`src/design/mhpf_pkg.sv`:
```
// ----------------------------------------------------------------------------
// mhpf_pkg
// shared types and constants of the multichannel high-pass filter
// ----------------------------------------------------------------------------
package mhpf_pkg;

  localparam int CHAN_W   = 3;   // channel field of an item
  localparam int FACTOR_W = 16;  // filter coefficient, unsigned q0.16
  localparam int GAIN_W   = 16;  // output gain, unsigned q8.8
  localparam int NCH_W    = 4;   // channel count register
  localparam int CFG_IDX_W  = 2;
  localparam int CFG_DATA_W = 16;

  localparam logic [CFG_IDX_W-1:0] REG_FACTOR = 2'd0;
  localparam logic [CFG_IDX_W-1:0] REG_GAIN   = 2'd1;
  localparam logic [CFG_IDX_W-1:0] REG_NCH    = 2'd2;

  localparam logic [FACTOR_W-1:0] FACTOR_RESET = 16'd62259;
  localparam logic [GAIN_W-1:0]   GAIN_RESET   = 16'd256;
  localparam logic [NCH_W-1:0]    NCH_RESET    = 4'd1;

  localparam int FACTOR_SHIFT = 16;
  localparam int GAIN_SHIFT   = 8;

  localparam logic ACT_FILTER = 1'b0;
  localparam logic ACT_CLEAR  = 1'b1;

  typedef enum logic [3:0] {
    ST_IDLE = 4'b0001,
    ST_MUL1 = 4'b0010,
    ST_MUL2 = 4'b0100,
    ST_FIN  = 4'b1000
  } state_t;

  typedef struct packed {
    logic rd_en;
    logic wr_en;
    logic clr;
  } hist_ctrl_t;

endpackage

```
`src/design/mhpf_in_if.sv`:
```
// ----------------------------------------------------------------------------
// mhpf_in_if
// input channel: action, channel and sample with valid/ready
// ----------------------------------------------------------------------------
interface mhpf_in_if #(
  parameter int SAMPLE_WIDTH = 16
) ();
  logic                            valid;
  logic                            ready;
  logic                            action;
  logic [mhpf_pkg::CHAN_W-1:0]     channel;
  logic signed [SAMPLE_WIDTH-1:0]  sample;

  modport source (output valid, action, channel, sample, input ready);
  modport sink   (input valid, action, channel, sample, output ready);
endinterface

```
`src/design/mhpf_out_if.sv`:
```
// ----------------------------------------------------------------------------
// mhpf_out_if
// result channel: channel, filtered sample and error flag with valid/ready
// ----------------------------------------------------------------------------
interface mhpf_out_if #(
  parameter int SAMPLE_WIDTH = 16
) ();
  logic                            valid;
  logic                            ready;
  logic [mhpf_pkg::CHAN_W-1:0]     out_channel;
  logic signed [SAMPLE_WIDTH-1:0]  filtered;
  logic                            channel_error;

  modport source (output valid, out_channel, filtered, channel_error, input ready);
  modport sink   (input valid, out_channel, filtered, channel_error, output ready);
endinterface

```
`src/design/mhpf_mul.sv`:
```
// ----------------------------------------------------------------------------
// mhpf_mul
// shared signed multiplier with registered product
// ----------------------------------------------------------------------------
module mhpf_mul #(
  parameter int A_W = 19,
  parameter int B_W = 17
) (
  input  logic                   clk,
  input  logic                   en,
  input  logic signed [A_W-1:0]  a,
  input  logic signed [B_W-1:0]  b,
  output logic signed [A_W+B_W-1:0] p
);

  always_ff @(posedge clk) begin
    if (en) begin
      p <= a * b;
    end
  end

endmodule

```
`src/design/mhpf_hist.sv`:
```
// ----------------------------------------------------------------------------
// mhpf_hist
// per-channel history memory (last input, last output) with valid bits
// ----------------------------------------------------------------------------
module mhpf_hist #(
  parameter int DEPTH  = 8,
  parameter int IDX_W  = 3,
  parameter int DATA_W = 16
) (
  input  logic                     clk,
  input  logic                     rst,
  input  mhpf_pkg::hist_ctrl_t     ctrl,
  input  logic [IDX_W-1:0]         rd_idx,
  input  logic [IDX_W-1:0]         wr_idx,
  input  logic signed [DATA_W-1:0] wr_x,
  input  logic signed [DATA_W-1:0] wr_y,
  output logic signed [DATA_W-1:0] rd_x,
  output logic signed [DATA_W-1:0] rd_y
);

  logic [2*DATA_W-1:0] mem [DEPTH];
  logic [DEPTH-1:0]    vld;
  logic [2*DATA_W-1:0] rd_data;
  logic                rd_vld;

  always_ff @(posedge clk) begin
    if (ctrl.wr_en) begin
      mem[wr_idx] <= {wr_y, wr_x};
    end
    if (ctrl.rd_en) begin
      rd_data <= mem[rd_idx];
    end
  end

  // entries not written since reset or clear read as zero
  always_ff @(posedge clk) begin
    if (rst) begin
      vld    <= '0;
      rd_vld <= 1'b0;
    end else begin
      if (ctrl.clr) begin
        vld <= '0;
      end else if (ctrl.wr_en) begin
        vld[wr_idx] <= 1'b1;
      end
      if (ctrl.rd_en) begin
        rd_vld <= vld[rd_idx];
      end
    end
  end

  assign rd_x = rd_vld ? $signed(rd_data[DATA_W-1:0])        : '0;
  assign rd_y = rd_vld ? $signed(rd_data[2*DATA_W-1:DATA_W]) : '0;

endmodule

```
`src/design/multichannel_high_pass_filter.sv`:
```
// ----------------------------------------------------------------------------
// multichannel_high_pass_filter
// per-channel first-order high-pass filter with output gain
//
// order: a sample item passes mul1, mul2 and fin into the output register;
//   a clear or bad-channel item goes from accept straight to fin
// flow: a new item is accepted only in idle, after the previous one is parked;
//   a sample item uses the single multiplier twice in sequence
// reset: synchronous; configuration registers return to defaults, history reads as zero
// ----------------------------------------------------------------------------
module multichannel_high_pass_filter #(
  parameter int MAX_CHANNELS = 8,
  parameter int SAMPLE_WIDTH = 16
) (
  input  logic                                clk,
  input  logic                                rst,
  input  logic                                cfg_we,
  input  logic [mhpf_pkg::CFG_IDX_W-1:0]      cfg_index,
  input  logic [mhpf_pkg::CFG_DATA_W-1:0]     cfg_data,
  mhpf_in_if.sink                             samples,
  mhpf_out_if.source                          results
);

  localparam int IDX_W = (MAX_CHANNELS > 1) ? $clog2(MAX_CHANNELS) : 1;
  localparam int SW    = SAMPLE_WIDTH;
  localparam int DW    = SW + 2;                  // y_prev + x - x_prev
  localparam int AW    = SW + 3;                  // multiplier a operand
  localparam int BW    = mhpf_pkg::FACTOR_W + 1;  // unsigned coefficient, signed form
  localparam int PW    = AW + BW;
  localparam int QW    = PW - mhpf_pkg::GAIN_SHIFT;

  localparam logic signed [SW-1:0] Y_MAX = {1'b0, {(SW-1){1'b1}}};
  localparam logic signed [SW-1:0] Y_MIN = {1'b1, {(SW-1){1'b0}}};

  // configuration registers
  logic [mhpf_pkg::FACTOR_W-1:0] filter_factor;
  logic [mhpf_pkg::GAIN_W-1:0]   output_gain;
  logic [mhpf_pkg::NCH_W-1:0]    num_channels;

  // sequencer and item registers
  mhpf_pkg::state_t              state, state_next;
  logic                          item_action;
  logic                          item_err;
  logic [mhpf_pkg::CHAN_W-1:0]   item_channel;
  logic signed [SW-1:0]          item_sample;

  // output register
  logic                          out_valid;
  logic [mhpf_pkg::CHAN_W-1:0]   out_channel;
  logic signed [SW-1:0]          filtered;
  logic                          channel_error;

  logic                          accept;
  logic                          load;
  logic                          in_err;
  mhpf_pkg::hist_ctrl_t          hist_ctrl;
  logic signed [SW-1:0]          x_prev, y_prev;
  logic signed [DW-1:0]          d;
  logic signed [AW-1:0]          mul_a;
  logic signed [BW-1:0]          mul_b;
  logic signed [PW-1:0]          prod;
  logic signed [AW-1:0]          p;
  logic signed [QW-1:0]          q;
  logic signed [SW-1:0]          y;

  // ---------------------------------------------------------------- config
  // writes of zero are dropped, unknown indexes ignored
  always_ff @(posedge clk) begin
    if (rst) begin
      filter_factor <= mhpf_pkg::FACTOR_RESET;
      output_gain   <= mhpf_pkg::GAIN_RESET;
      num_channels  <= mhpf_pkg::NCH_RESET;
    end else if (cfg_we) begin
      case (cfg_index)
        mhpf_pkg::REG_FACTOR: begin
          if (cfg_data[mhpf_pkg::FACTOR_W-1:0] != '0) begin
            filter_factor <= cfg_data[mhpf_pkg::FACTOR_W-1:0];
          end
        end
        mhpf_pkg::REG_GAIN: begin
          if (cfg_data[mhpf_pkg::GAIN_W-1:0] != '0) begin
            output_gain <= cfg_data[mhpf_pkg::GAIN_W-1:0];
          end
        end
        mhpf_pkg::REG_NCH: begin
          if (cfg_data[mhpf_pkg::NCH_W-1:0] != '0) begin
            num_channels <= cfg_data[mhpf_pkg::NCH_W-1:0];
          end
        end
        default: begin
        end
      endcase
    end
  end

  // ---------------------------------------------------------------- input side
  assign samples.ready = (state == mhpf_pkg::ST_IDLE);
  assign accept        = samples.valid && samples.ready;

  // channel beyond the configured count or beyond the storage is rejected
  assign in_err = ({1'b0, samples.channel} >= num_channels) ||
                  (32'(samples.channel) >= 32'(MAX_CHANNELS));

  always_ff @(posedge clk) begin
    if (accept) begin
      item_action  <= samples.action;
      item_err     <= in_err;
      item_channel <= samples.channel;
      item_sample  <= samples.sample;
    end
  end

  // ---------------------------------------------------------------- sequencer
  // idle -> mul1 (d * factor) -> mul2 (p * gain) -> fin (saturate, write back)
  // clear and rejected items go straight to fin
  always_comb begin
    state_next = state;
    case (state)
      mhpf_pkg::ST_IDLE: begin
        if (accept) begin
          if (samples.action == mhpf_pkg::ACT_CLEAR || in_err) begin
            state_next = mhpf_pkg::ST_FIN;
          end else begin
            state_next = mhpf_pkg::ST_MUL1;
          end
        end
      end
      mhpf_pkg::ST_MUL1: state_next = mhpf_pkg::ST_MUL2;
      mhpf_pkg::ST_MUL2: state_next = mhpf_pkg::ST_FIN;
      mhpf_pkg::ST_FIN: begin
        if (load) begin
          state_next = mhpf_pkg::ST_IDLE;
        end
      end
      default: state_next = mhpf_pkg::ST_IDLE;
    endcase
  end

  always_ff @(posedge clk) begin
    if (rst) begin
      state <= mhpf_pkg::ST_IDLE;
    end else begin
      state <= state_next;
    end
  end

  // ---------------------------------------------------------------- history
  // read at accept so the previous x and y are ready in mul1
  assign hist_ctrl.rd_en = accept;
  assign hist_ctrl.wr_en = load && (item_action == mhpf_pkg::ACT_FILTER) && !item_err;
  assign hist_ctrl.clr   = load && (item_action == mhpf_pkg::ACT_CLEAR);

  mhpf_hist #(
    .DEPTH  (MAX_CHANNELS),
    .IDX_W  (IDX_W),
    .DATA_W (SW)
  ) u_hist (
    .clk    (clk),
    .rst    (rst),
    .ctrl   (hist_ctrl),
    .rd_idx (IDX_W'(samples.channel)),
    .wr_idx (IDX_W'(item_channel)),
    .wr_x   (item_sample),
    .wr_y   (y),
    .rd_x   (x_prev),
    .rd_y   (y_prev)
  );

  // ---------------------------------------------------------------- datapath
  // exact difference term, then the two products on one multiplier
  assign d = {{2{y_prev[SW-1]}}, y_prev} + {{2{item_sample[SW-1]}}, item_sample}
           - {{2{x_prev[SW-1]}}, x_prev};

  // p = floor(d * factor / 2^16); product is still held from mul1 during mul2
  assign p = prod[mhpf_pkg::FACTOR_SHIFT +: AW];

  always_comb begin
    if (state == mhpf_pkg::ST_MUL1) begin
      mul_a = {d[DW-1], d};
      mul_b = $signed({1'b0, filter_factor});
    end else begin
      mul_a = p;
      mul_b = $signed({1'b0, output_gain});
    end
  end

  mhpf_mul #(
    .A_W (AW),
    .B_W (BW)
  ) u_mul (
    .clk (clk),
    .en  ((state == mhpf_pkg::ST_MUL1) || (state == mhpf_pkg::ST_MUL2)),
    .a   (mul_a),
    .b   (mul_b),
    .p   (prod)
  );

  // q = floor(p * gain / 2^8), then saturate to the sample range
  assign q = prod[PW-1:mhpf_pkg::GAIN_SHIFT];

  always_comb begin
    if (q > QW'(Y_MAX)) begin
      y = Y_MAX;
    end else if (q < QW'(Y_MIN)) begin
      y = Y_MIN;
    end else begin
      y = q[SW-1:0];
    end
  end

  // ---------------------------------------------------------------- output side
  // output register frees the sequencer as soon as the result is parked
  assign load = (state == mhpf_pkg::ST_FIN) && (!out_valid || results.ready);

  always_ff @(posedge clk) begin
    if (rst) begin
      out_valid <= 1'b0;
    end else if (load) begin
      out_valid <= 1'b1;
    end else if (results.ready) begin
      out_valid <= 1'b0;
    end
  end

  always_ff @(posedge clk) begin
    if (load) begin
      out_channel   <= item_channel;
      channel_error <= item_err && (item_action == mhpf_pkg::ACT_FILTER);
      if (item_action == mhpf_pkg::ACT_FILTER && !item_err) begin
        filtered <= y;
      end else begin
        filtered <= '0;
      end
    end
  end

  assign results.valid         = out_valid;
  assign results.out_channel   = out_channel;
  assign results.filtered      = filtered;
  assign results.channel_error = channel_error;

  // ---------------------------------------------------------------- checks
  // an accepted item always moves the sequencer out of idle
  a_accept_leaves_idle: assert property (@(posedge clk) disable iff (rst)
    accept |=> (state == mhpf_pkg::ST_MUL1) || (state == mhpf_pkg::ST_FIN))
    else $error("accepted item did not start the sequencer");

  // the two products follow each other without a gap
  a_mul_order: assert property (@(posedge clk) disable iff (rst)
    (state == mhpf_pkg::ST_MUL1) |=> (state == mhpf_pkg::ST_MUL2))
    else $error("second product not taken right after the first");

  // history is never written for a clear or a rejected channel
  a_no_bad_write: assert property (@(posedge clk) disable iff (rst)
    hist_ctrl.wr_en |-> !item_err && (item_action == mhpf_pkg::ACT_FILTER))
    else $error("history written for a clear or rejected item");

  // a rejected channel reports a zero sample
  a_err_zero: assert property (@(posedge clk) disable iff (rst)
    (results.valid && results.channel_error) |-> (results.filtered == '0))
    else $error("rejected channel carries a nonzero sample");

endmodule
```
`src/flat_wrapper.sv`:
```
// flat-port wrapper written by rule: the top's interface ports become plain ports
module multichannel_high_pass_filter_flat 
#(
  parameter int MAX_CHANNELS = 8,
  parameter int SAMPLE_WIDTH = 16
)
  (clk, rst, cfg_we, cfg_index, cfg_data, samples_valid, samples_action, samples_channel, samples_sample, samples_ready, results_valid, results_out_channel, results_filtered, results_channel_error, results_ready);
  mhpf_in_if #(.SAMPLE_WIDTH(SAMPLE_WIDTH)) samples_i ();
  mhpf_out_if #(.SAMPLE_WIDTH(SAMPLE_WIDTH)) results_i ();
  input  logic clk;
  input  logic rst;
  input  logic cfg_we;
  input  logic [mhpf_pkg::CFG_IDX_W-1:0] cfg_index;
  input  logic [mhpf_pkg::CFG_DATA_W-1:0] cfg_data;
  input wire logic [$bits(samples_i.valid)-1:0] samples_valid;
  input wire logic [$bits(samples_i.action)-1:0] samples_action;
  input wire logic [$bits(samples_i.channel)-1:0] samples_channel;
  input wire logic [$bits(samples_i.sample)-1:0] samples_sample;
  output wire logic [$bits(samples_i.ready)-1:0] samples_ready;
  output wire logic [$bits(results_i.valid)-1:0] results_valid;
  output wire logic [$bits(results_i.out_channel)-1:0] results_out_channel;
  output wire logic [$bits(results_i.filtered)-1:0] results_filtered;
  output wire logic [$bits(results_i.channel_error)-1:0] results_channel_error;
  input wire logic [$bits(results_i.ready)-1:0] results_ready;
  assign samples_i.valid = samples_valid;
  assign samples_i.action = samples_action;
  assign samples_i.channel = samples_channel;
  assign samples_i.sample = samples_sample;
  assign samples_ready = samples_i.ready;
  assign results_valid = results_i.valid;
  assign results_out_channel = results_i.out_channel;
  assign results_filtered = results_i.filtered;
  assign results_channel_error = results_i.channel_error;
  assign results_i.ready = results_ready;
  multichannel_high_pass_filter #(.MAX_CHANNELS(MAX_CHANNELS), .SAMPLE_WIDTH(SAMPLE_WIDTH)) u_core (.clk(clk), .rst(rst), .cfg_we(cfg_we), .cfg_index(cfg_index), .cfg_data(cfg_data), .samples(samples_i), .results(results_i));
endmodule
```
`config.mk`:
```
export PLATFORM = sky130hd
export DESIGN_NAME = multichannel_high_pass_filter_flat
export DESIGN_NICKNAME = d
export VERILOG_FILES = /design/src/design/mhpf_pkg.sv /design/src/design/mhpf_in_if.sv /design/src/design/mhpf_out_if.sv /design/src/design/mhpf_mul.sv /design/src/design/mhpf_hist.sv /design/src/design/multichannel_high_pass_filter.sv /design/src/flat_wrapper.sv
export SDC_FILE = /design/constraint.sdc
export NUM_CORES = 1
export LEC_CHECK = 0
export ABC_CLOCK_PERIOD_IN_PS = 8950
export BUFFER_PORTS_ARGS = -buffer_cell sky130_fd_sc_hd__buf_2
export CAP_MARGIN = 20
export CORE_UTILIZATION = 50
export CTS_CLUSTER_SIZE = 40
export DETAILED_ROUTE_END_ITERATION = 7
export GPL_ROUTABILITY_DRIVEN = 0
export MAX_ROUTING_LAYER = met4
export PLACE_DENSITY = 0.74
export SYNTH_ARGS = -nofsm -noshare
export SYNTH_HDL_FRONTEND = slang
export SYNTH_HIERARCHICAL = 1
export SYNTH_SLANG_ARGS = --single-unit
```
`constraint.sdc`:
```
create_clock -name clk -period 8.95 [get_ports clk]
set_input_delay 0.4475 -clock clk [delete_from_list [all_inputs] [get_ports clk]]
set_output_delay 0.4475 -clock clk [all_outputs]
set_load 0.05 [all_outputs]
```
---- Yosys cells after proc, flatten, opt, wreduce, memory -nomap -nowiden ----
Memory sizes are Yosys's and may differ from the RTL's. A register that Yosys moved wholly into a read port is not among the register bits.
Index checks and enable logic that the tools add are counted.
cells by class
  add/sub/neg operators ................... 2
  $mul .................................... 1
  $lt $le $gt $ge ......................... 6
  eq/ne operators ......................... 8
  multiplexer cells ....................... 18
  bitwise gates (word level) .............. 2
  reductions and logical operators ........ 22
operators by type and width
  operator                                                      number
  two-way mux 16 bit                                            5
  multiplier 19 x 17 -> 36 bit                                  1
  > comparator 28 x 16 -> 1 bit, second input constant          1
  less-than comparator 28 x 16 -> 1 bit, second input constant  1
  two-way mux 19 bit                                            1
  subtractor 18 bit                                             1
  adder 16 x 16 -> 17 bit                                       1
  one-hot mux 4 bit (4 select lines)                            1
  nonzero test 16 bit                                           1
  two-way mux 4 bit                                             3
  AND reduction 3 bit                                           3
  logical AND 1 bit                                             8
  less-than comparator 3 x 4 -> 1 bit, second input constant    2
  bitwise OR 8 bit                                              1
  two-way mux 1 bit                                             6
  equality test 4 x 1 -> 1 bit, second input constant           1
  equality test 4 x 2 -> 1 bit, second input constant           1
  equality test 4 x 3 -> 1 bit, second input constant           1
  equality test 4 bit, second input constant                    1
  >= comparator 3 x 4 -> 1 bit                                  1
  nonzero test 4 bit                                            1
  binary-select mux 1 bit (select 3 bit)                        1
  demux 1 bit (select 3 bit)                                    1
  >= comparator 3 x 1 -> 1 bit, second input constant           1
  other kinds (11)                                              14
word-level totals
  register bits after elaboration ......... 127
  bits in writable memories ............... 256
  memories kept ........................... 1
memories
  name               depth  bits a word  rd ports  clocked after Yosys merged registers in  wr ports  line             RTL
  u_core.u_hist.mem  8      32           1         1                                        1         mhpf_hist.sv:21  logic [2*DATA_W-1:0] mem [DEPTH];

---- Depth between registers and ports, before layout ----
Gate-level depths: netlist (run 1).
  depth in word-level cells ............... 7
  gate-level depth with buffers ........... 37
  gate-level depth less buffers ........... 35

---- By module ----
Netlist (run 1), hierarchy kept.
by module, submodules not included
  module                         times used  cells an instance  area an instance (um^2)
  mhpf_mul                       1           1365               13126.3
  mhpf_hist                      1           476                11273.3
  multichannel_high_pass_filter  1           564                4984.8

---- Least setup slack after synthesis (run 1) ----
Ideal clock, no wire load.
  kind .................................... reg-to-reg
  from .................................... reg u_core.u_hist.rd_vld
  to ...................................... reg u_core.u_mul.p[33], data pin
  library setup time ...................... 271 ps
  arrival time ............................ 8361 ps
  setup slack ............................. 318 ps
  stages on the path, launching flop included .. 33
  period minus slack after synthesis ...... 8632 ps
  path through ............................ dfxtp_1 -> clkbuf_1 -> and2_1 -> inv_1 -> fa_1 -> inv_1 -> ha_1 -> or2_2 -> a31oi_1 -> a21oi_1 -> a311oi_1 -> xor2_1 -> o21ai_0 -> clkbuf_1 -> nand2_1 -> fa_1 -> fa_1 -> fa_1 -> inv_1 -> fa_1 -> fa_1 -> inv_1 -> fa_1 -> inv_1 -> ha_1 -> clkbuf_1 -> and3_1 -> nand4_1 -> and2_1 -> a311o_1 -> a31oi_2 -> mux2i_1 -> o2111ai_1
on the way
  word-level cells in the longest chain between the ends .. 5
RTL lines
  element                       line                                  RTL
  start: declaration            mhpf_hist.sv:24                       logic rd_vld;
  start signal: assignment      mhpf_hist.sv:47                       rd_vld <= vld[rd_idx];
  two-way mux 16 bit            mhpf_hist.sv:53                       assign rd_y = rd_vld ? $signed(rd_data[2*DATA_W-1:DATA_W]) : '0;
  via u_core.y_prev[5]          multichannel_high_pass_filter.sv:57   logic signed [SW-1:0] x_prev, y_prev;
  adder 16 x 16 -> 17 bit       multichannel_high_pass_filter.sv:171  assign d = {{2{y_prev[SW-1]}}, y_prev} + {{2{item_sample[SW-1]}}, item_sample}
  subtractor 18 bit             multichannel_high_pass_filter.sv:172  - {{2{x_prev[SW-1]}}, x_prev};
  two-way mux 19 bit            multichannel_high_pass_filter.sv:178  if (state == mhpf_pkg::ST_MUL1) begin
  via u_core.mul_a[12]          multichannel_high_pass_filter.sv:59   logic signed [AW-1:0] mul_a;
  multiplier 19 x 17 -> 36 bit  mhpf_mul.sv:18                        p <= a * b;
  end signal: assignment        mhpf_mul.sv:18
  end: declaration              mhpf_mul.sv:13                        output logic signed [A_W+B_W-1:0] p
The timed path passes the listed nets, and every way through them passes these cells.
A chain may end at the register's enable or synchronous reset.

---- Final worst setup path (run 1) ----
  from .................................... reg u_core.u_hist.rd_vld
  to ...................................... reg u_core.u_mul.p[34], data pin
RTL lines
  element                       line                                  RTL
  two-way mux 16 bit            mhpf_hist.sv:52                       assign rd_x = rd_vld ? $signed(rd_data[DATA_W-1:0]) : '0;
  via u_core.x_prev[9]          multichannel_high_pass_filter.sv:57
  subtractor 18 bit             multichannel_high_pass_filter.sv:172
  two-way mux 19 bit            multichannel_high_pass_filter.sv:178
  via u_core.mul_a[13]          multichannel_high_pass_filter.sv:59
  multiplier 19 x 17 -> 36 bit  mhpf_mul.sv:18
The timed path passes the listed nets, and every way through them passes these cells.

==> results.md, run 1 <==
- GRT Util Overall: 23.7%
- Clk Latency, worst-skew pair: between 0.5 and 0.6 ns
- Measured slew at the worst slew-check pin: approximately 1.1 ns
- Max-cap violation count: 0
- Endpoints failing setup: 0
- Die area: between 50000 and 60000 sq um
- Fin util: 56.5%
- Die Y-Extent: approximately 240 um
- Setup tns final: 0 ns
- Worst Path Required: 9.26 ns
- Crit-path max FO: 16
- Worst Reg-to-Reg Cells: 33
- # DRC: 0
- Hold Startpoint: samples_sample[7]
- R2R Path End: u_core/u_mul/p[34]
- # H-tree levels: 2
- Row cnt: 88
- Worst Hold End: u_core/item_sample[7]
- Hold Path Depth: 1
- CTS buffer count: 41
- Pwr Density: approximately 190 nW/um^2
- VDD IR max: approximately 170 uV
- DP Area: 30500 sq um
- Critical path launch point type: register
- Post-CTS Hold Fix Bufs: 0
- Max frequency: 114 MHz
- Input/output buffers: 64
- CP dominant cell by count: fa_1
- Cell Area, Synth: approximately 29000 sq um
- Cell area after layout: roughly 33000 sq um
- CP peak stage delay: 0.55 ns
- Final HPWL DP: 46.9 mm
- Status: complete, no violations
- Commonest non-fill, non-tap cells in the layout: inv_1, edfxtp_1, fa_1, nand2_1, and2_1
- YS warnings: 6
- Vias in the first global route: 19400
- Syn avg cell area: 12.2 sq um
- Post-DR vias/cell: ~5.5
- CTS tree: yes
- Layout cell share with drive strength beyond 1: 15.3%
- Worst flop-to-flop path startpoint: u_core/u_hist/rd_vld
- CP endpoint kind: register
- Period utilisation layout: 97.7%
- Synth Instances: 2391
- Min cycle time layout: around 8.7 ns
- R2R Setup Slk: 0.20 ns
- Commonest non-fill, non-tap cell in the layout: inv_1
- Post-route ant nets: 0
- Routed WL: 67.2 mm
- Initial antenna violation count: 0
- CTS sink count: 407
- Lkg Pwr: 13.8 nW
- Clk slew on worst S/H paths: 0.06 ns
- Remaining global-route overflow: 0
- Area grow syn2layout: 11.9%
- Count of pins over their slew limit: 0
- Core area: 57600 sq um
- Initial Util: 50.5%
- Total number of vias: 18300
- Initial DRC count: ~1100
- Final Hold Fails: 0
- CTS Buffer Depth: 3
- Critical path type: register to register
- # IOs: 65
- Setup Skew: roughly 0.016 ns
- First-pass GRT wire length: 106 mm
- WL per Instance: a little over 20 um
- Drt pass-1 iters: 7
- Root buf cell: clkbuf_16
- Worst Hold Class: input port to register
- NumNets Final: around 3000
- Worst path arrival time: 9.05 ns
- Largest net degree at the start of global routing: 68
- Width of the die: around 240 um
- Slowest CP cell: a2111oi_2
- Hold_ws: 0.0629 ns
- Slew HR: 29.5%
-- state kept, by name (all words and copies together) (netlist names) --
name and cells:
u_core/u_hist/rd_data 32, u_core/state 4, u_core/output_gain 16, u_core/u_hist/vld 8, u_core/u_hist/mem 256, u_core/item_err 1, u_core/results.filtered 16, u_core/u_mul/p 28
u_core/item_sample 16, u_core/results.valid 1, u_core/item_channel 3, u_core/results.out_channel 3, u_core/item_action 1, u_core/num_channels 4, u_core/results.channel_error 1, u_core/filter_factor 16
u_core/u_hist/rd_vld 1
-- power by group --
part	internal, mW	switching, mW
clock network	0.995	0.710
registers	2.18	0.0385
logic	0.974	1.36
-- how the worst max path moves through the flow --
| stage | start | end | depth (start not counted) |
|---|---|---|---|
| final | u_core/u_hist/rd_vld | u_core/u_mul/p[34] | 33 |
| after global routing | u_core/u_hist/rd_vld | u_core/u_mul/p[33] | 33 |
| after CTS | u_core/u_hist/rd_vld | u_core/u_mul/p[33] | 33 |
| after detailed placement | u_core/u_hist/rd_vld | u_core/u_mul/p[35] | 33 |
| after global placement | u_core/u_hist/rd_vld | u_core/u_mul/p[33] | 30 |
| after floorplan | u_core/u_hist/rd_vld | u_core/u_mul/p[33] | 32 |
-- critical path: cells and delay by family (launching register included) --
kind	cells	cell delay, ns
compound gates	8	1.85
xor+xnor	1	0.36
fa+ha+maj	9	4.06
buf+inv	10	1.09
flops	1	0.37
simple gates	5	0.74
-- area by class of cell --
| class | instances | area, sq um |
|---|---|---|
| Inverter | 420 | 1580 |
| Clock inverter | 22 | 268 |
| Antenna cell | 1 | 2.50 |
| Clock buffer | 51 | 1060 |
| Multi-Input combinational cell | 1474 | 15900 |
| Sequential cell | 407 | 11700 |
| Timing Repair Buffer | 154 | 1090 |
| Fill cell | 4535 | 25000 |
| Tap cell | 765 | 957 |
-- timing repair --
| item | 4_1_cts | 5_1_grt |
|---|---|---|
| gates cloned | 0 | 2 |
| gates resized for setup | 3 | 88 |
| setup endpoints to repair | 6 | 16 |
| pin swaps | 0 | 24 |
| setup buffers | 0 | 32 |
-- through the flow --
stage | total power [mW] | std cells | setup slack [ns]
floorplan | 3.74 | 2394 | 0.318
global placement | 4.23 | 3186 | -0.0521
detailed placement | 4.31 | 3186 | -0.219
CTS | 6.02 | 3259 | 0.00878
global route | 6.59 | 3293 | -0.101
finish | 6.26 | 3294 | 0.202
-- layer usage --
layer / track usage, % / part of all wire [%]
met5: - / 0
met4: 7.21 / 3.2
met3: 2.92 / 4.8
met2: 41.4 / 52
met1: 28.9 / 40
Note: power is estimated with default switching activity, not from simulation.
==> inputs of run 2 (changes only) <==
--- a/config.mk
+++ b/config.mk
@@ -13,8 +13,7 @@
 export DETAILED_ROUTE_END_ITERATION = 7
 export GPL_ROUTABILITY_DRIVEN = 0
 export MAX_ROUTING_LAYER = met4
-export PLACE_DENSITY = 0.74
+export PLACE_DENSITY = 0.75
 export SYNTH_ARGS = -nofsm -noshare
 export SYNTH_HDL_FRONTEND = slang
-export SYNTH_HIERARCHICAL = 1
 export SYNTH_SLANG_ARGS = --single-unit
==> run 2 against run 1 <==
  * Clock skew rose by 0.028 ns
  * Core utilization up 3.0 points
  * Final area is 3.3% higher
  * Sequential cell count unchanged
  * Non-clock buffer count rose by 147
  * Register-to-register slack worse by 0.33 ns
  * Wire length up 18%
  * Global-route usage increased by 4.5 points
  * Largest cell class unchanged
  * The flow now finishes with violations (DRC, setup timing)
  * Die area fell by 1.6%
  * Combinational power is 6% higher
  * Clock power grew 4%
==> results.md, run 2 <==
- CP peak stage delay: ~0.57 ns
- Die Y-Extent: between 200 and 250 um
- Syn_nets: between 2000 and 3000
- # DRC: 11
- # IOs: between 60 and 70
- Post-DR vias/cell: 5.83
- Status: finished with violations
- Input/output buffers: between 60 and 70
- Initial antenna violation count: 0
- Count of pins over their slew limit: 0
- CTS tree: yes
- Worst flop-to-flop path startpoint: u_core.u_hist.rd_vld
- Endpoints failing setup: 7
- Total number of vias: 20100
- Worst Reg-to-Reg Cells: 39
- Diodes inserted: 0
- # H-tree levels: 2
- Final HPWL DP: between 50 and 60 mm
- Crit-path max FO: 8
- Measured slew at the worst slew-check pin: roughly 1.1 ns
- Synth top cells by count: inv_1, edfxtp_1, fa_1, nand2_1, nor2_1
- FF+latch count, synth: 407
- Async SR Flop Fraction: 0%
- Crit path buf inv count: 8
- Yosys top cell area share: 37.5%
- Failing checks: DRC, setup timing
- Cell Area, Synth: around 29000 sq um
- Drt pass-1 iters: 8
- First-pass GRT wire length: 119 mm
- Layout cell share with drive strength beyond 1: a little under a quarter
- Row cnt: 87
- RSZ-0062 raised after global routing: yes
- Routed WL: 79.0 mm
- Max frequency: approximately 110 MHz
- Clk Latency, worst-skew pair: 0.59 ns
- Synth top area cells: edfxtp_1, fa_1, ha_1, mux4_2, inv_1
- Worst Hold End: u_core.item_sample[13]
- Core area: 56500 sq um
- Largest Register: u_core.u_hist.mem
- Synth Instances: 2407
- Hold Startpoint: samples_sample[13]
- Setup WS post-layout: -0.124 ns
- Worst path arrival time: about 9.4 ns
- Lkg Pwr: 13.9 nW
- Largest net degree at the start of global routing: 69
- WL per Instance: 22.9 um
- R2R Path End: u_core.u_mul.p[28]
- Synth area leader: edfxtp_1
- Syn avg cell area: 11.9 sq um
- Hold Path Depth: 1
- CP endpoint kind: register
- Critical path launch point type: register
- Commonest non-fill, non-tap cell in the layout: inv_1
- Max-cap violation count: 0
- GRT Util Overall: 28.2%
- Die area: 58200 sq um
- Crit path max-delay family: adder cells
- Root buf cell: clkbuf_16
- CTS sink count: 407
- Register area share after synthesis: 41.0%
- Vias in the first global route: 20600
- Hold_ws: 0.0374 ns
- Worst Path Required: 9.29 ns
- Most frequent cell after synthesis: inv_1
- Max FFs per register: 256
- Critical path type: register to register
- Total power: roughly 6.5 mW
- CP dominant cell by count: fa_1
- Top_reg_cell synth: edfxtp_1
- Min cycle time layout: 9.07 ns
- Post-route ant nets: 0
- Pwr Density: around 190 nW/um^2
- Synth cell types: 75
- Initial Util: 50.7%
- YS warnings: 0
- Width of the die: between 200 and 250 um
- Slowest CP cell: fa_1
- Commonest non-fill, non-tap cells in the layout: inv_1, edfxtp_1, fa_1, nand2_1, buf_4
- Post-synth EDFFs: 357
- R2R Setup Slk: -0.12 ns
- CTS buffer count: 41
- Remaining global-route overflow: 0
- Period utilisation layout: 101%
- Slew HR: 26.0%
- CTS Buffer Depth: 3
- NumNets Final: 3135
- Initial DRC count: 2380
- Area grow syn2layout: 17.6%
- Clk slew on worst S/H paths: 0.07 ns
- Worst Hold Class: input port to register
- Setup tns final: -0.518 ns
- VDD IR max: 139 uV
- Final Hold Fails: 0
- Fin util: 59.6%
- Largest regs: u_core.u_hist.mem (256), u_core.u_hist.rd_data (32), u_core.u_mul.p (28)
- Setup Skew: ~0.043 ns
[run 2: repair_timing]
| action | in CTS | in global routing |
|---|---|---|
| hold buffers | 0 | 0 |
| resized for setup | 49 | 140 |
| pin swaps | 35 | 131 |
| hold endpoints to repair | 0 | 0 |
| buffers inserted | 7 | 23 |
| endpoints found under the setup margin | 15 | 21 |
[run 2: per-layer routing]
metal	up-vias	global-route usage, %	routed length, um
met4	0	12.1	3950
met3	283	6.97	8260
met5	-	-	0
li1	8591	-	-
met2	1176	43.2	37000
met1	10100	36.0	29800
[run 2: area by class of cell]
cell class / instances / area, sq um
tap: 756 / 946
sequential: 407 / 11700
inverter: 395 / 1480
clock buffer: 45 / 1050
fill: 4196 / 22900
clock inverter: 31 / 350
multi-input combinational: 1520 / 15900
timing repair buffer: 301 / 2210
[run 2: worst max-delay path by stage]
| stage | startpoint | endpoint | slack (ns) | cells after the start |
|---|---|---|---|---|
| 2_1_floorplan | u_core.u_hist.rd_vld | u_core.u_mul.p[35] | 0.004 | 39 |
| 3_3_place_gp | u_core.item_sample[0] | u_core.u_mul.p[28] | -0.15 | 36 |
| 3_5_place_dp | u_core.item_sample[0] | u_core.u_mul.p[31] | -0.40 | 35 |
| 4_1_cts | u_core.u_hist.rd_data[17] | u_core.u_mul.p[26] | -0.03 | 41 |
| 5_1_grt | u_core.u_hist.rd_data[16] | u_core.u_mul.p[28] | -0.45 | 39 |
| 6_report | u_core.u_hist.rd_vld | u_core.u_mul.p[28] | -0.12 | 39 |
[run 2: report_power, final]
part           switching, mW  internal (mW)  leakage (nW)  total (mW)
Combinational           1.37           1.11          9.62        2.48
Sequential            0.0459           2.16          3.65        2.21
Clock                  0.769           1.01         0.674        1.78
Total                   2.19           4.28          13.9        6.47
[run 2: cells by family (layout without fill, tap and decap cells)]
logic type / count (synthesis) / in the layout / synth area share [%]
AND/OR/NAND/NOR: 621 / 621 / 9.55
buffers and inverters: 480 / 772 / 6.51
adder cells (fa/ha/maj): 432 / 432 / 26.7
flip-flops: 407 / 407 / 41.0
AO/OA/AOI/OAI: 266 / 266 / 6.43
multiplexers: 131 / 131 / 7.64
XOR/XNOR: 70 / 70 / 2.19
[run 2: worst reg2reg max path, delay by kind of cell (launching register included)]
| kind | cells | cell delay, ns |
|---|---|---|
| xor gates and xnor gates | 3 | 0.47 |
| and+or+nand+nor | 6 | 0.66 |
| buffers and inverters | 8 | 0.90 |
| AOI/OAI and AO/OA | 13 | 2.66 |
| adders and majority gates | 9 | 3.81 |
| DFF | 1 | 0.36 |
[run 2: stage by stage]
stage          cell area [sq um]  cells  setup WS [ns]
3_5_place_dp               31200   3350         -0.402
4_1_cts                    32900   3433        -0.0323
3_3_place_gp               31200   3350         -0.149
6_report                   33600   3455         -0.124
2_1_floorplan              28600   2407        0.00408
5_1_grt                    33600   3455         -0.447
